## src/hdl/assert_macros.svh

```systemverilog
// Assertion macros used by keyboard_port_interface_core. Defining NO_ASSERTIONS removes them.
`ifndef ASSERT_MACROS_SVH
`define ASSERT_MACROS_SVH

`ifndef NO_ASSERTIONS

// The expression holds at every clock edge outside reset.
`define ASSERT_ALWAYS(label, clk, rst_n, expr) \
	label: assert property (@(posedge clk) disable iff (!(rst_n)) (expr)) \
		else $error("assertion failed: invariant violated");

// Whenever the antecedent holds, the consequent holds at the next edge.
`define ASSERT_NEXT(label, clk, rst_n, ante, cons) \
	label: assert property (@(posedge clk) disable iff (!(rst_n)) (ante) |=> (cons)) \
		else $error("assertion failed: next-cycle implication violated");

`else

`define ASSERT_ALWAYS(label, clk, rst_n, expr)
`define ASSERT_NEXT(label, clk, rst_n, ante, cons)

`endif

`endif

```

## src/hdl/kpi_pkg.sv

```systemverilog
`default_nettype none

package kpi_pkg;

	// Command codes of an input transaction.
	localparam logic [2:0] CMD_PORTB_WR = 3'd0;
	localparam logic [2:0] CMD_PORTA_RD = 3'd1;
	localparam logic [2:0] CMD_PORTC_RD = 3'd2;
	localparam logic [2:0] CMD_KBD_CLK  = 3'd3;
	localparam logic [2:0] CMD_KBD_DATA = 3'd4;

	// Bit positions in the port B control latch.
	localparam int CTL_CLEAR  = 7;
	localparam int CTL_KCLK   = 6;
	localparam int CTL_NIBBLE = 3;
	localparam int CTL_SPK    = 1;
	localparam int CTL_GATE   = 0;

	localparam logic [7:0] EQUIP_RESET = 8'd125;

	typedef struct packed {
		logic [7:0] control_latch;
		logic [7:0] scan_shift;
		logic       shift_armed;
		logic       clock_seen;
		logic       data_seen;
		logic       irq_flag;
	} kpi_state_t;

	typedef struct packed {
		logic [2:0] command;
		logic [7:0] write_data;
		logic       line_level;
		logic       timer2_out;
	} kpi_item_t;

	typedef struct packed {
		logic [7:0] read_data;
		logic       irq1_level;
		logic       keyboard_clock_out;
		logic       keyboard_data_out;
		logic       timer2_gate;
		logic       speaker_level;
	} kpi_result_t;

endpackage

`default_nettype wire

```

## src/hdl/kpi_if.sv

```systemverilog
`default_nettype none

interface kpi_item_if;
	logic       valid;
	logic       ready;
	logic [2:0] command;
	logic [7:0] write_data;
	logic       line_level;
	logic       timer2_out;

	modport source (output valid, command, write_data, line_level, timer2_out, input ready);
	modport sink (input valid, command, write_data, line_level, timer2_out, output ready);
endinterface

interface kpi_result_if;
	logic       valid;
	logic       ready;
	logic [7:0] read_data;
	logic       irq1_level;
	logic       keyboard_clock_out;
	logic       keyboard_data_out;
	logic       timer2_gate;
	logic       speaker_level;

	modport source (output valid, read_data, irq1_level, keyboard_clock_out,
		keyboard_data_out, timer2_gate, speaker_level, input ready);
	modport sink (input valid, read_data, irq1_level, keyboard_clock_out,
		keyboard_data_out, timer2_gate, speaker_level, output ready);
endinterface

interface kpi_cfg_if;
	logic       valid;
	logic       ready;
	logic [7:0] data;

	modport source (output valid, data, input ready);
	modport sink (input valid, data, output ready);
endinterface

`default_nettype wire

```

## src/hdl/keyboard_port_interface_core.sv

```systemverilog
// An accepted transaction passes the input register and then the result register on its
// way to the output channel. Throughput: one transaction per cycle while the output is
// not stalled; port state updates in the single cycle an item enters the result register.
// Reset (arst_n low, asynchronous): all port state clears to zero, the equipment
// switches return to 125 and both pipeline stages are emptied.
`default_nettype none
`include "assert_macros.svh"

module keyboard_port_interface_core
	import kpi_pkg::*;
(
	input  wire           clk,
	input  wire           arst_n,
	kpi_item_if.sink      item,
	kpi_result_if.source  result,
	kpi_cfg_if.sink       cfg
);

	logic        valid_s1;
	kpi_item_t   item_s1;
	logic        valid_s2;
	kpi_result_t result_s2;
	kpi_state_t  state_q;
	kpi_state_t  state_next;
	kpi_result_t result_next;
	logic [7:0]  switches_q;
	logic        adv_s1;
	logic        free_s2;

	assign free_s2 = !valid_s2 || result.ready;
	assign adv_s1 = valid_s1 && free_s2;
	assign item.ready = !valid_s1 || adv_s1;
	assign cfg.ready = 1'b1;

	kpi_step u_step (
		.state      (state_q),
		.item       (item_s1),
		.switches   (switches_q),
		.next_state (state_next),
		.result     (result_next)
	);

	always_ff @(posedge clk or negedge arst_n) begin
		if (!arst_n) begin
			valid_s1 <= 1'b0;
			valid_s2 <= 1'b0;
			state_q <= '0;
			switches_q <= EQUIP_RESET;
		end else begin
			if (item.ready) begin
				valid_s1 <= item.valid;
			end
			if (free_s2) begin
				valid_s2 <= valid_s1;
			end
			if (adv_s1) begin
				state_q <= state_next;
			end
			if (cfg.valid) begin
				switches_q <= cfg.data;
			end
		end
	end

	always_ff @(posedge clk) begin
		if (item.valid && item.ready) begin
			item_s1.command <= item.command;
			item_s1.write_data <= item.write_data;
			item_s1.line_level <= item.line_level;
			item_s1.timer2_out <= item.timer2_out;
		end
		if (adv_s1) begin
			result_s2 <= result_next;
		end
	end

	assign result.valid = valid_s2;
	assign result.read_data = result_s2.read_data;
	assign result.irq1_level = result_s2.irq1_level;
	assign result.keyboard_clock_out = result_s2.keyboard_clock_out;
	assign result.keyboard_data_out = result_s2.keyboard_data_out;
	assign result.timer2_gate = result_s2.timer2_gate;
	assign result.speaker_level = result_s2.speaker_level;

	// A pending interrupt and an armed shift register exclude each other.
	`ASSERT_ALWAYS(a_irq_disarms, clk, arst_n, !(state_q.irq_flag && state_q.shift_armed))
	// A transaction leaving the input register always lands in the result register.
	`ASSERT_NEXT(a_s1_to_s2, clk, arst_n, adv_s1, valid_s2)
	// The port state only changes when a transaction is processed.
	`ASSERT_NEXT(a_state_hold, clk, arst_n, !adv_s1, state_q == $past(state_q))

endmodule

`default_nettype wire

```

## src/hdl/kpi_step.sv

```systemverilog
`default_nettype none

module kpi_step
	import kpi_pkg::*;
(
	input  wire kpi_state_t  state,
	input  wire kpi_item_t   item,
	input  wire [7:0]        switches,
	output kpi_state_t       next_state,
	output kpi_result_t      result
);

	logic [7:0] port_c;

	always_comb begin
		port_c = 8'h00;
		port_c[3:0] = state.control_latch[CTL_NIBBLE] ? switches[7:4] : switches[3:0];
		port_c[5] = item.timer2_out;
		// Bit 4 reads low only when the gate is on and the timer output is low.
		port_c[4] = ~(state.control_latch[CTL_GATE] & ~item.timer2_out);
	end

	always_comb begin
		next_state = state;
		result.read_data = 8'h00;
		case (item.command)
			CMD_PORTB_WR: begin
				next_state.control_latch = item.write_data;
				next_state.clock_seen = item.write_data[CTL_KCLK];
				if (item.write_data[CTL_CLEAR]) begin
					next_state.irq_flag = 1'b0;
					next_state.scan_shift = 8'h00;
					next_state.shift_armed = 1'b1;
				end
			end
			CMD_PORTA_RD: begin
				result.read_data = state.control_latch[CTL_CLEAR] ? switches : state.scan_shift;
			end
			CMD_PORTC_RD: begin
				result.read_data = port_c;
			end
			CMD_KBD_CLK: begin
				if ((item.line_level != state.clock_seen) && state.control_latch[CTL_KCLK]
						&& state.shift_armed) begin
					next_state.clock_seen = item.line_level;
					if (!state.control_latch[CTL_CLEAR] && !item.line_level) begin
						next_state.scan_shift = {state.data_seen, state.scan_shift[7:1]};
						// The start bit leaving the register ends the frame.
						if (state.scan_shift[0]) begin
							next_state.irq_flag = 1'b1;
							next_state.shift_armed = 1'b0;
							next_state.clock_seen = 1'b0;
						end
					end
				end
			end
			CMD_KBD_DATA: begin
				next_state.data_seen = item.line_level;
			end
			default: begin
			end
		endcase
		result.irq1_level = next_state.irq_flag;
		result.keyboard_clock_out = next_state.clock_seen;
		result.keyboard_data_out = next_state.data_seen;
		result.timer2_gate = next_state.control_latch[CTL_GATE];
		result.speaker_level = next_state.control_latch[CTL_SPK] & item.timer2_out;
	end

endmodule

`default_nettype wire
```

## src/flat_wrapper.sv

```systemverilog
// flat-port wrapper written by rule: the top's interface ports become plain ports
module keyboard_port_interface_core_flat import kpi_pkg::*;
  (clk, arst_n, item_valid, item_command, item_write_data, item_line_level, item_timer2_out, item_ready, result_valid, result_read_data, result_irq1_level, result_keyboard_clock_out, result_keyboard_data_out, result_timer2_gate, result_speaker_level, result_ready, cfg_valid, cfg_data, cfg_ready);
  kpi_item_if item_i ();
  kpi_result_if result_i ();
  kpi_cfg_if cfg_i ();
  input  wire clk;
  input  wire arst_n;
  input wire logic [$bits(item_i.valid)-1:0] item_valid;
  input wire logic [$bits(item_i.command)-1:0] item_command;
  input wire logic [$bits(item_i.write_data)-1:0] item_write_data;
  input wire logic [$bits(item_i.line_level)-1:0] item_line_level;
  input wire logic [$bits(item_i.timer2_out)-1:0] item_timer2_out;
  output wire logic [$bits(item_i.ready)-1:0] item_ready;
  output wire logic [$bits(result_i.valid)-1:0] result_valid;
  output wire logic [$bits(result_i.read_data)-1:0] result_read_data;
  output wire logic [$bits(result_i.irq1_level)-1:0] result_irq1_level;
  output wire logic [$bits(result_i.keyboard_clock_out)-1:0] result_keyboard_clock_out;
  output wire logic [$bits(result_i.keyboard_data_out)-1:0] result_keyboard_data_out;
  output wire logic [$bits(result_i.timer2_gate)-1:0] result_timer2_gate;
  output wire logic [$bits(result_i.speaker_level)-1:0] result_speaker_level;
  input wire logic [$bits(result_i.ready)-1:0] result_ready;
  input wire logic [$bits(cfg_i.valid)-1:0] cfg_valid;
  input wire logic [$bits(cfg_i.data)-1:0] cfg_data;
  output wire logic [$bits(cfg_i.ready)-1:0] cfg_ready;
  assign item_i.valid = item_valid;
  assign item_i.command = item_command;
  assign item_i.write_data = item_write_data;
  assign item_i.line_level = item_line_level;
  assign item_i.timer2_out = item_timer2_out;
  assign item_ready = item_i.ready;
  assign result_valid = result_i.valid;
  assign result_read_data = result_i.read_data;
  assign result_irq1_level = result_i.irq1_level;
  assign result_keyboard_clock_out = result_i.keyboard_clock_out;
  assign result_keyboard_data_out = result_i.keyboard_data_out;
  assign result_timer2_gate = result_i.timer2_gate;
  assign result_speaker_level = result_i.speaker_level;
  assign result_i.ready = result_ready;
  assign cfg_i.valid = cfg_valid;
  assign cfg_i.data = cfg_data;
  assign cfg_ready = cfg_i.ready;
  keyboard_port_interface_core u_core (.clk(clk), .arst_n(arst_n), .item(item_i), .result(result_i), .cfg(cfg_i));
endmodule
```

## config.mk

```make
export PLATFORM = sky130hd
export DESIGN_NAME = keyboard_port_interface_core_flat
export DESIGN_NICKNAME = d
export VERILOG_FILES = /design/src/hdl/kpi_pkg.sv /design/src/hdl/kpi_if.sv /design/src/hdl/keyboard_port_interface_core.sv /design/src/hdl/kpi_step.sv /design/src/flat_wrapper.sv
export VERILOG_INCLUDE_DIRS = /design/src /design/src/hdl
export SDC_FILE = /design/constraint.sdc
export NUM_CORES = 1
export LEC_CHECK = 0
export BUFFER_PORTS_ARGS = -buffer_cell sky130_fd_sc_hd__buf_2
export CAP_MARGIN = 20
export CORE_MARGIN = 10
export CORE_UTILIZATION = 49
export CTS_CLUSTER_DIAMETER = 80
export DETAILED_ROUTE_END_ITERATION = 7
export PLACE_DENSITY = 0.75
export SYNTH_ARGS = -nofsm -noshare
export SYNTH_HDL_FRONTEND = slang
export SYNTH_SLANG_ARGS = --single-unit
```

## constraint.sdc

```tcl
create_clock -name clk -period 1.6 [get_ports clk]
set_clock_uncertainty 0.1 [all_clocks]
set_input_delay 0.08 -clock clk [delete_from_list [all_inputs] [get_ports clk]]
set_output_delay 0.08 -clock clk [all_outputs]
set_load 0.02 [all_outputs]
```

# Word-level counts from Yosys, hierarchy flattened
# Index checks and enable logic that the tools add are counted.
[totals]
reg_bits = 56
output_inout_bits = 16
word_cells = 64
input_bits = 26
[classes]
n_mux = 15
n_bitwise = 4
n_reduce_logical = 16
n_eq_ne = 9
[ops]
columns = ["cell", "n"]
rows = [
  ["$mux 10", 2],
  ["$pmux 10 s2", 1],
  ["$pmux 8 s2", 1],
  ["$mux 9", 1],
  ["$mux 8", 1],
  ["$eq 3x2->1 const B", 2],
  ["$reduce_and 6->1", 1],
  ["$logic_and 1x1->1", 5],
  ["$mux 1", 5],
  ["$reduce_and 5->1", 1],
  ["$logic_not 1->1", 4],
  ["$mux 2", 2],
  ["$mux 4", 1],
  ["$ne 2x1->1 const B", 2],
  ["$ne 2x2->1 const B", 2],
  ["$eq 3x1->1 const B", 1],
  ["$eq 3x3->1 const B", 1],
  ["$logic_not 3->1", 1],
  ["$and 1x1->1", 2],
  ["$logic_or 1x1->1", 2],
  ["$not 1->1", 2],
  ["$pmux 1 s2", 1],
  ["$reduce_and 2->1", 1],
  ["$reduce_bool 2->1", 1],
  ["$ne 1x1->1", 1],
]

# Depth between registers and ports, before layout
# Gate-level depths: netlist of the first run.
[logic_depth]
word_depth = 5
depth_mapped = 5
depth_no_buf = 4

# Modules after synthesis
# Synthesis of the first run repeated with hierarchy kept, for this count alone.
[unflattened]
cells_unflattened = 179
area_unflattened_um2 = 2665.1
[modules_own_cells]
columns = ["module", "n_inst", "area_per_inst_um2", "seq_area_each_um2", "cells_each"]
rows = [
  ["keyboard_port_interface_core", 1, 2019.4, 1539.0, 96],
  ["kpi_step", 1, 645.6, 0.0, 83],
]

# Worst setup path before layout of the first run
# OpenSTA, ideal clock, no wires.
[synth_timing]
path_type = "register to register"
from = "register u_core.valid_s2 (netlist: u_core.result.valid)"
to = "register u_core.state_q[1] in the netlist's numbering"
n_path_buf = 0
arrival_time_ps = 1484
period_less_slack_ps = 1709
setup_ps = 125
path_stages_with_launch = 5
path_slack_ps = -109
required_ps = 1375
cell_sequence = "dfrtp_1 nand2b_1 nand2_1 inv_1 mux2_2"
[synth_via]
elab_chain_cells = 3
[synth_rtl]
columns = ["element", "line_no", "rtl"]
rows = [
  ["start: declaration", "keyboard_port_interface_core.sv:21", "logic valid_s2;"],
  ["start signal: assignment", "keyboard_port_interface_core.sv:54", "valid_s2 <= valid_s1;"],
  ["$logic_not 1->1", "keyboard_port_interface_core.sv:30", "assign free_s2 = !valid_s2 || result.ready;"],
  ["$logic_or 1x1->1", "keyboard_port_interface_core.sv:30", ""],
  ["$logic_and 1x1->1", "keyboard_port_interface_core.sv:31", "assign adv_s1 = valid_s1 && free_s2;"],
  ["net u_core.adv_s1", "keyboard_port_interface_core.sv:27", "logic adv_s1;"],
  ["end signal: assignment", "keyboard_port_interface_core.sv:57", "state_q <= state_next;"],
  ["end: declaration", "keyboard_port_interface_core.sv:23", "kpi_state_t state_q;"],
]
# The timed path passes the listed nets, and every way through them passes these cells.
# A chain may end at the register's enable or synchronous reset.

==> results of run 1 <==
-- layout make-up --
class / instances / area (sq um) / share of cell area
Timing Repair Buffer: 72 / 512 / 0.181
Sequential cell: 50 / 1370 / 0.485
Tap cell: 50 / 62.6 / 0.0221
Inverter: 5 / 22.5 / 0.00795
Clock buffer: 6 / 82.6 / 0.0292
Multi-Input combinational cell: 85 / 767 / 0.271
Clock inverter: 2 / 12.5 / 0.00442
-- layer usage --
| layer | GRT usage | part of all wire | up-vias |
|---|---|---|---|
| li1 | - | - | 697 |
| met1 | 0.136 | 0.38 | 734 |
| met2 | 0.235 | 0.55 | 46 |
| met3 | 0.0464 | 0.056 | 5 |
| met4 | 0.0314 | 0.0089 | 0 |
| met5 | 0 | 0 | - |
-- flip-flops by register name, indices dropped and copies added, names as in the netlist, 8 cells and up --
| signal | count |
|---|---|
| u_core.item_s1 | 10 |
| u_core.result.read_data | 8 |
| u_core.state_q | 17 |
| u_core.switches_q | 8 |
-- synthesized netlist by cell type (all sizes together), types with 2 or more instances --
master	instances	area, sq um
a22o	10	87.6
buf	5	35.0
dfrtp	21	526
dfstp	6	158
edfxtp	23	691
inv	5	18.8
mux2	14	158
mux2i	13	130
nand2	11	43.8
nand2b	4	32.5
nand3b	3	22.5
nand4	2	12.5
nor2	5	18.8
nor3	3	26.3
nor4	2	33.8
o22ai	5	31.3
o311ai	3	26.3
-- stage by stage --
stage / area [sq um] / worst slack, ns
2_1_floorplan: 2140 / 0.0213
3_3_place_gp: 2440 / 0.0158
3_5_place_dp: 2440 / -0.0406
4_1_cts: 2750 / -0.0346
5_1_grt: 2830 / -0.0902
6_report: 2830 / 0.00216
-- power groups by stage --
stage	clock (mW)	sequential (mW)	combinational, mW
2_1_floorplan	0	1.65	0.333
3_3_place_gp	0	1.63	0.489
3_5_place_dp	0	1.64	0.511
4_1_cts	0.768	1.62	0.553
5_1_grt	0.825	1.64	0.630
6_report	0.757	1.62	0.584
-- cells by family after synthesis --
group | count (synthesis)
DFF | 50
and+or+nand+nor | 34
muxes | 27
AOI/OAI and AO/OA | 23
buffers and inverters | 11
other | 1
-- how the worst min path moves through the flow --
stage	from	endpoint	slack, ns	depth (start not counted)
6_report	cfg_valid	u_core.switches_q[4]	0.08	2
3_3_place_gp	arst_n	u_core.valid_s1	0.01	1
2_1_floorplan	arst_n	u_core.result.valid	-0.32	0
4_1_cts	cfg_valid	u_core.switches_q[7]	0.06	2
5_1_grt	cfg_valid	u_core.switches_q[6]	0.10	2
3_5_place_dp	arst_n	u_core.result.valid	0.03	1
-- critical path: cells and delay by family (launching register included) --
family | cells | cell delay (ns)
flip-flops | 1 | 0.53
AND/OR/NAND/NOR | 1 | 0.27
multiplexers | 2 | 0.59
-- timing repair --
| item | in CTS | in global routing |
|---|---|---|
| pin swaps | 5 | 10 |
| gates resized for setup | 3 | 13 |
| hold endpoints to repair | 40 | 0 |
| cloned | 0 | 0 |
| buffers inserted | 0 | 2 |
| hold buffers | 21 | 0 |
| endpoints found under the setup margin | 9 | 23 |
==> metrics.md, run 1 <==
| Metric | Value |
|---|---|
| Net Sw Frac | 0.273 |
| Worst Setup Path Type | register to register |
| Status | complete, no violations |
| FF-to-FF path depth | 3 |
| Setup tns final | 0 ns |
| Largest net degree at the start of global routing | 28 |
| Clock Power Share | 0.256 |
| Max-slew violation count | 0 |
| Clock Sinks | 50 |
| Startpoint Class | register |
| H-tree Lvls | 2 |
| WP data arrival | between 1.5 and 2 ns |
| Largest family of logic cells by synthesized area | multiplexers |
| Clk_lat worst skew | 0.30 ns |
| Cts bufs inserted | 5 |
| Netlist cell types | 36 |
| RR Endpoint | u_core.state_q[1] |
| Vias | 1482 |
| CTS root buf | clkbuf_8 |
| Initial Utilization | 0.518 |
| R2R Path Start | u_core.item_s1[10] |
| Number of port buffers | 37 |
| Cell Pwr Density | 1050 nW/um^2 |
| Die area | 7390 sq um |
| Adder-cell share of the synthesized area | 0 |
| Post-Syn Nets | about 170 |
| IO Pins | between 40 and 50 |
| Sequential fraction of the synthesis area | 0.645 |
| Cells after DPL | 239 |
| Die Wd | about 86 microns |
| Peak VDD IR | 0.636 mV |
| Core Rows | 23 |
| CP peak stage delay | 0.53 ns |
| Post-synthesis xor/xnor area fraction | 0 |
| DP HPWL | approximately 3300 microns |
| DRT iter0 DRCs | 71 |
| Worst Setup SP | u_core.item_s1[10] |
| Min cycle time layout | 1.60 ns |
| Yosys reg bits | 50 |
| Sw Pwr | between 800 and 900 uW |
| Final count of hold timing violations | 0 |
| RSZ-0062 raised after global routing | true |
| Wirelength per Cell | 17.1 microns |
| GR Util All Layers | 0.128 |
| TritonCTS clock tree | built |
| Predominant post-synthesis flop cell | edfxtp_1 |
| Worst R2R Setup Slack | 0.002 ns |
| Worst endpoint required time | 1.69 ns |
| Worst slew pin tran | 0.608 ns |
| Non-filler cells, final | 270 |
| Pwr Total | a little under 3 mW |
| Cell Chain, Critical Path | nor3_2 -> mux2_4 -> mux2_2 |
| Vias in the first global route | 1603 |
| Most common cell after layout, fill and taps aside | buf_2 |
| Fin crit share | 0.999 |
| Flop pwr share | 0.547 |
| Mux cell area share after synthesis | 0.135 |
| First-pass GRT wire length | 7670 microns |
| Layout cell share with drive strength beyond 1 | 0.427 |
| GP Congestion | between 0.8 and 0.9 |
| # DRC | 0 |
| Worst min-delay path category | primary input to register |
| WHS | 0.0780 ns |
| Area Overhead vs Synth | 32.9% |
| Synth Cell Area | roughly 2100 sq um |
| Initial antenna violation count | 0 |
| Leak | between 1 and 1.5 nW |
| Die height | around 86 microns |
| Slowest CP cell | edfxtp_1 |
| Worst-path fanout max | 5 |
| Synth async-reset ratio | 0.540 |
| TritonRoute pass-1 iters | 4 |
| Crit path to | u_core.state_q[1] |
| Commonest cells after routing, fill and taps aside | buf_2, edfxtp_1, dlygate4sd3_1, dfrtp_1 |
| Critical Path End Type | register |
| Final Setup Violations | 0 |
| Total congestion overflow | 0 |
| Mean Syn Cell Area | 14.6 sq um |
| Post-synthesis compound-gate area fraction | 0.0893 |
| Internal Power | around 2.2 mW |
| DRT antenna net count | 0 |
| Post-Synth Simple-Gate Area | 0.102 |
| Fin util | 0.688 |
| Max-slew headroom | 0.595 |
| Final net count | 245 |
| Synth Warn # | 0 |
| Via density | 5.49 |
| CTS clk-pin slew, worst paths | ~0.09 ns |
| Diodes inserted | 0 |
| EDFF count, synth | 23 |
| Maxcap violations | 0 |
| Core footprint | approximately 4000 sq um |
| Post-synthesis cell count | around 150 |
| Logic pwr share | 0.197 |
| Final wirelength | between 4000 and 5000 microns |
| Fmax | between 600 and 700 MHz |
| Fill cells | around 280 |
| Worst-case clock buffer depth | 2 |
(Power assumes the default switching activity.)
==> run 2: changes to the inputs <==
MAX_ROUTING_LAYER = met4   (was unset)
==> metrics.md, run 2 (synthesized netlist as in run 1, its figures left out) <==
| Metric | Value |
|---|---|
| Status | complete, but fails checks |
| Failing checks | negative setup slack |
| Clock Sinks | 50 (unchanged) |
| Cell Pwr Density | 1090 nW/um^2 (+4.1%) |
| Cells after DPL | 239 (unchanged) |
| Max-slew violation count | 0 (unchanged) |
| DP HPWL | 3320 microns (-0.98%) |
| Largest net degree at the start of global routing | 28 (unchanged) |
| Core footprint | 4120 sq um (unchanged) |
| CTS root buf | clkbuf_8 |
| Wirelength per Cell | 17.1 microns (-0.18%) |
| Max-slew headroom | 0.588 (-0.00608) |
| Clk_lat worst skew | 0.30 ns (about the same) |
| Worst Setup Path Type | register to register |
| Fin util | 0.686 (-0.00243) |
| DRT antenna net count | 0 (unchanged) |
| First-pass GRT wire length | 7790 microns (+1.6%) |
| Worst-case clock buffer depth | 2 (unchanged) |
| Cts bufs inserted | 5 (unchanged) |
| Number of port buffers | 37 (unchanged) |
| Final count of hold timing violations | 0 (unchanged) |
| Worst min-delay path category | primary input to register |
| Non-filler cells, final | 271 (+0.37%) |
| Die height | 85.9 microns (unchanged) |
| Startpoint Class | register |
| Vias | 1461 (-1.4%) |
| Total congestion overflow | 0 (unchanged) |
| WP data arrival | 1.70 ns (about the same) |
| IO Pins | 42 (unchanged) |
| TritonCTS clock tree | built |
| Initial Utilization | 0.518 (unchanged) |
| Critical Path End Type | register |
| Peak VDD IR | 0.742 mV (+17%) |
| Leak | 1.19 nW (-0.32%) |
| GP Congestion | 0.825 (+1.3%) |
| Worst endpoint required time | 1.69 ns (about the same) |
| Die Wd | 85.9 microns (unchanged) |
| CP peak stage delay | 0.49 ns (-0.04 ns) |
| CTS clk-pin slew, worst paths | 0.09 ns (about the same) |
| Final worst slack | -0.00881 ns (-0.0110 ns) |
| TritonRoute pass-1 iters | 4 (unchanged) |
| Worst slew pin tran | 0.617 ns (+0.00912 ns) |
| Vias in the first global route | 1598 (-0.31%) |
| WHS | 0.0717 ns (-0.00633 ns) |
| Reg with most FFs | u_core.state_q |
| DRT iter0 DRCs | 100 (+41%) |
| Fmax | 622 MHz (-0.68%) |
| Final Setup Violations | 2 (+2) |
| RSZ-0062 raised after global routing | true |
| Area Overhead vs Synth | 32.5% |
| Fill cells | 284 (unchanged) |
| H-tree Lvls | 2 (unchanged) |
| Maxcap violations | 0 (unchanged) |
| Via density | 5.39 (-1.8%) |
| Min cycle time layout | 1.61 ns (+0.0110 ns) |
| Final wirelength | 4630 microns (+0.19%) |
| Cell Chain, Critical Path | buf_4 -> nand2_1 -> nor4_4 -> o2111ai_4 -> a22o_1 |
| Initial antenna violation count | 0 (unchanged) |
| Most common cell after layout, fill and taps aside | buf_2 |
| Commonest cells after routing, fill and taps aside | buf_2, edfxtp_1, dlygate4sd3_1, dfrtp_1, buf_4 |
| Setup WS pre-CTS | -0.0211 ns (+0.0195 ns) |
| Diodes inserted | 0 (unchanged) |
| # DRC | 0 (unchanged) |
| Die area | 7390 sq um (unchanged) |
| GR Util All Layers | 0.135 (+0.00639) |
| Max FFs per register | 17 (unchanged) |
| Fin crit share | 1.01 (+0.00686) |
| Slowest CP cell | edfxtp_1 |
| Layout cell share with drive strength beyond 1 | 0.421 (-0.00646) |
| Worst-path fanout max | 8 (+3) |
| Core Rows | 23 (unchanged) |
| Pwr Total | 3.07 mW (+3.8%) |
| Regs by FF count | u_core.state_q: 17 flops, u_core.item_s1: 10 flops |
| Final net count | 246 (+0.41%) |
## run 2: power by group
| group | switching (mW) | leakage (nW) | internal [mW] | total [mW] |
|---|---|---|---|---|
| clock | 0.412 | 0.0514 | 0.466 | 0.879 |
| sequential | 0.108 | 0.554 | 1.51 | 1.62 |
| combinational | 0.286 | 0.589 | 0.289 | 0.576 |
| total | 0.806 | 1.19 | 2.27 | 3.07 |
## run 2: area by class of cell
class	count	area [sq um]	share of cell area
multi-input cells	85	746	0.264
flip-flops and latches	50	1370	0.487
clock inverters	2	37.5	0.0133
inverters	5	22.5	0.00798
well taps	50	62.6	0.0222
clock buffers	6	72.6	0.0257
repair buffers	73	508	0.180
## run 2: critical path, delay by kind of cell, from the launching register on
family | cells | cell delay (ns)
AO/OA/AOI/OAI | 2 | 0.47
buffers and inverters | 1 | 0.18
flip-flops | 1 | 0.49
AND/OR/NAND/NOR | 2 | 0.26
## run 2: final timing paths
path | end | cells after the start | slack, ns | from
setup / recovery | u_core.state_q[9] | 5 | -0.009 | u_core.item_s1[11]
hold / removal | u_core.switches_q[7] | 2 | 0.07 | cfg_valid
setup reg to reg | u_core.state_q[9] | 5 | -0.009 | u_core.item_s1[11]
hold reg to reg | u_core.state_q[18] | 2 | 0.41 | u_core.state_q[18]
max in group asynchronous | u_core.state_q[13] | 2 | 0.78 | arst_n
min in group asynchronous | u_core.result.valid | 2 | 0.22 | arst_n
## run 2: per-stage QoR
stage / setup TNS, ns / area, sq um
floorplan: 0 / 2140
global placement: 0 / 2440
detailed placement: -0.0211 / 2440
CTS: -0.0219 / 2770
global route: -1.15 / 2820
finish: -0.00949 / 2820
## run 2: repair_timing
item | 4_1_cts | 5_1_grt
endpoints found under the setup margin | 1 | 25
hold buffers | 21 | 0
resized for setup | 2 | 7
pin swaps | 0 | 1
hold endpoints to repair | 40 | 0
buffers inserted | 0 | 3
## run 2: per-layer routing
metal	GRT usage	part of all wire	vias up
li1	-	-	699
met1	0.150	0.41	711
met2	0.231	0.52	46
met3	0.0407	0.055	5
met4	0.0314	0.012	0
met5	-	0	-
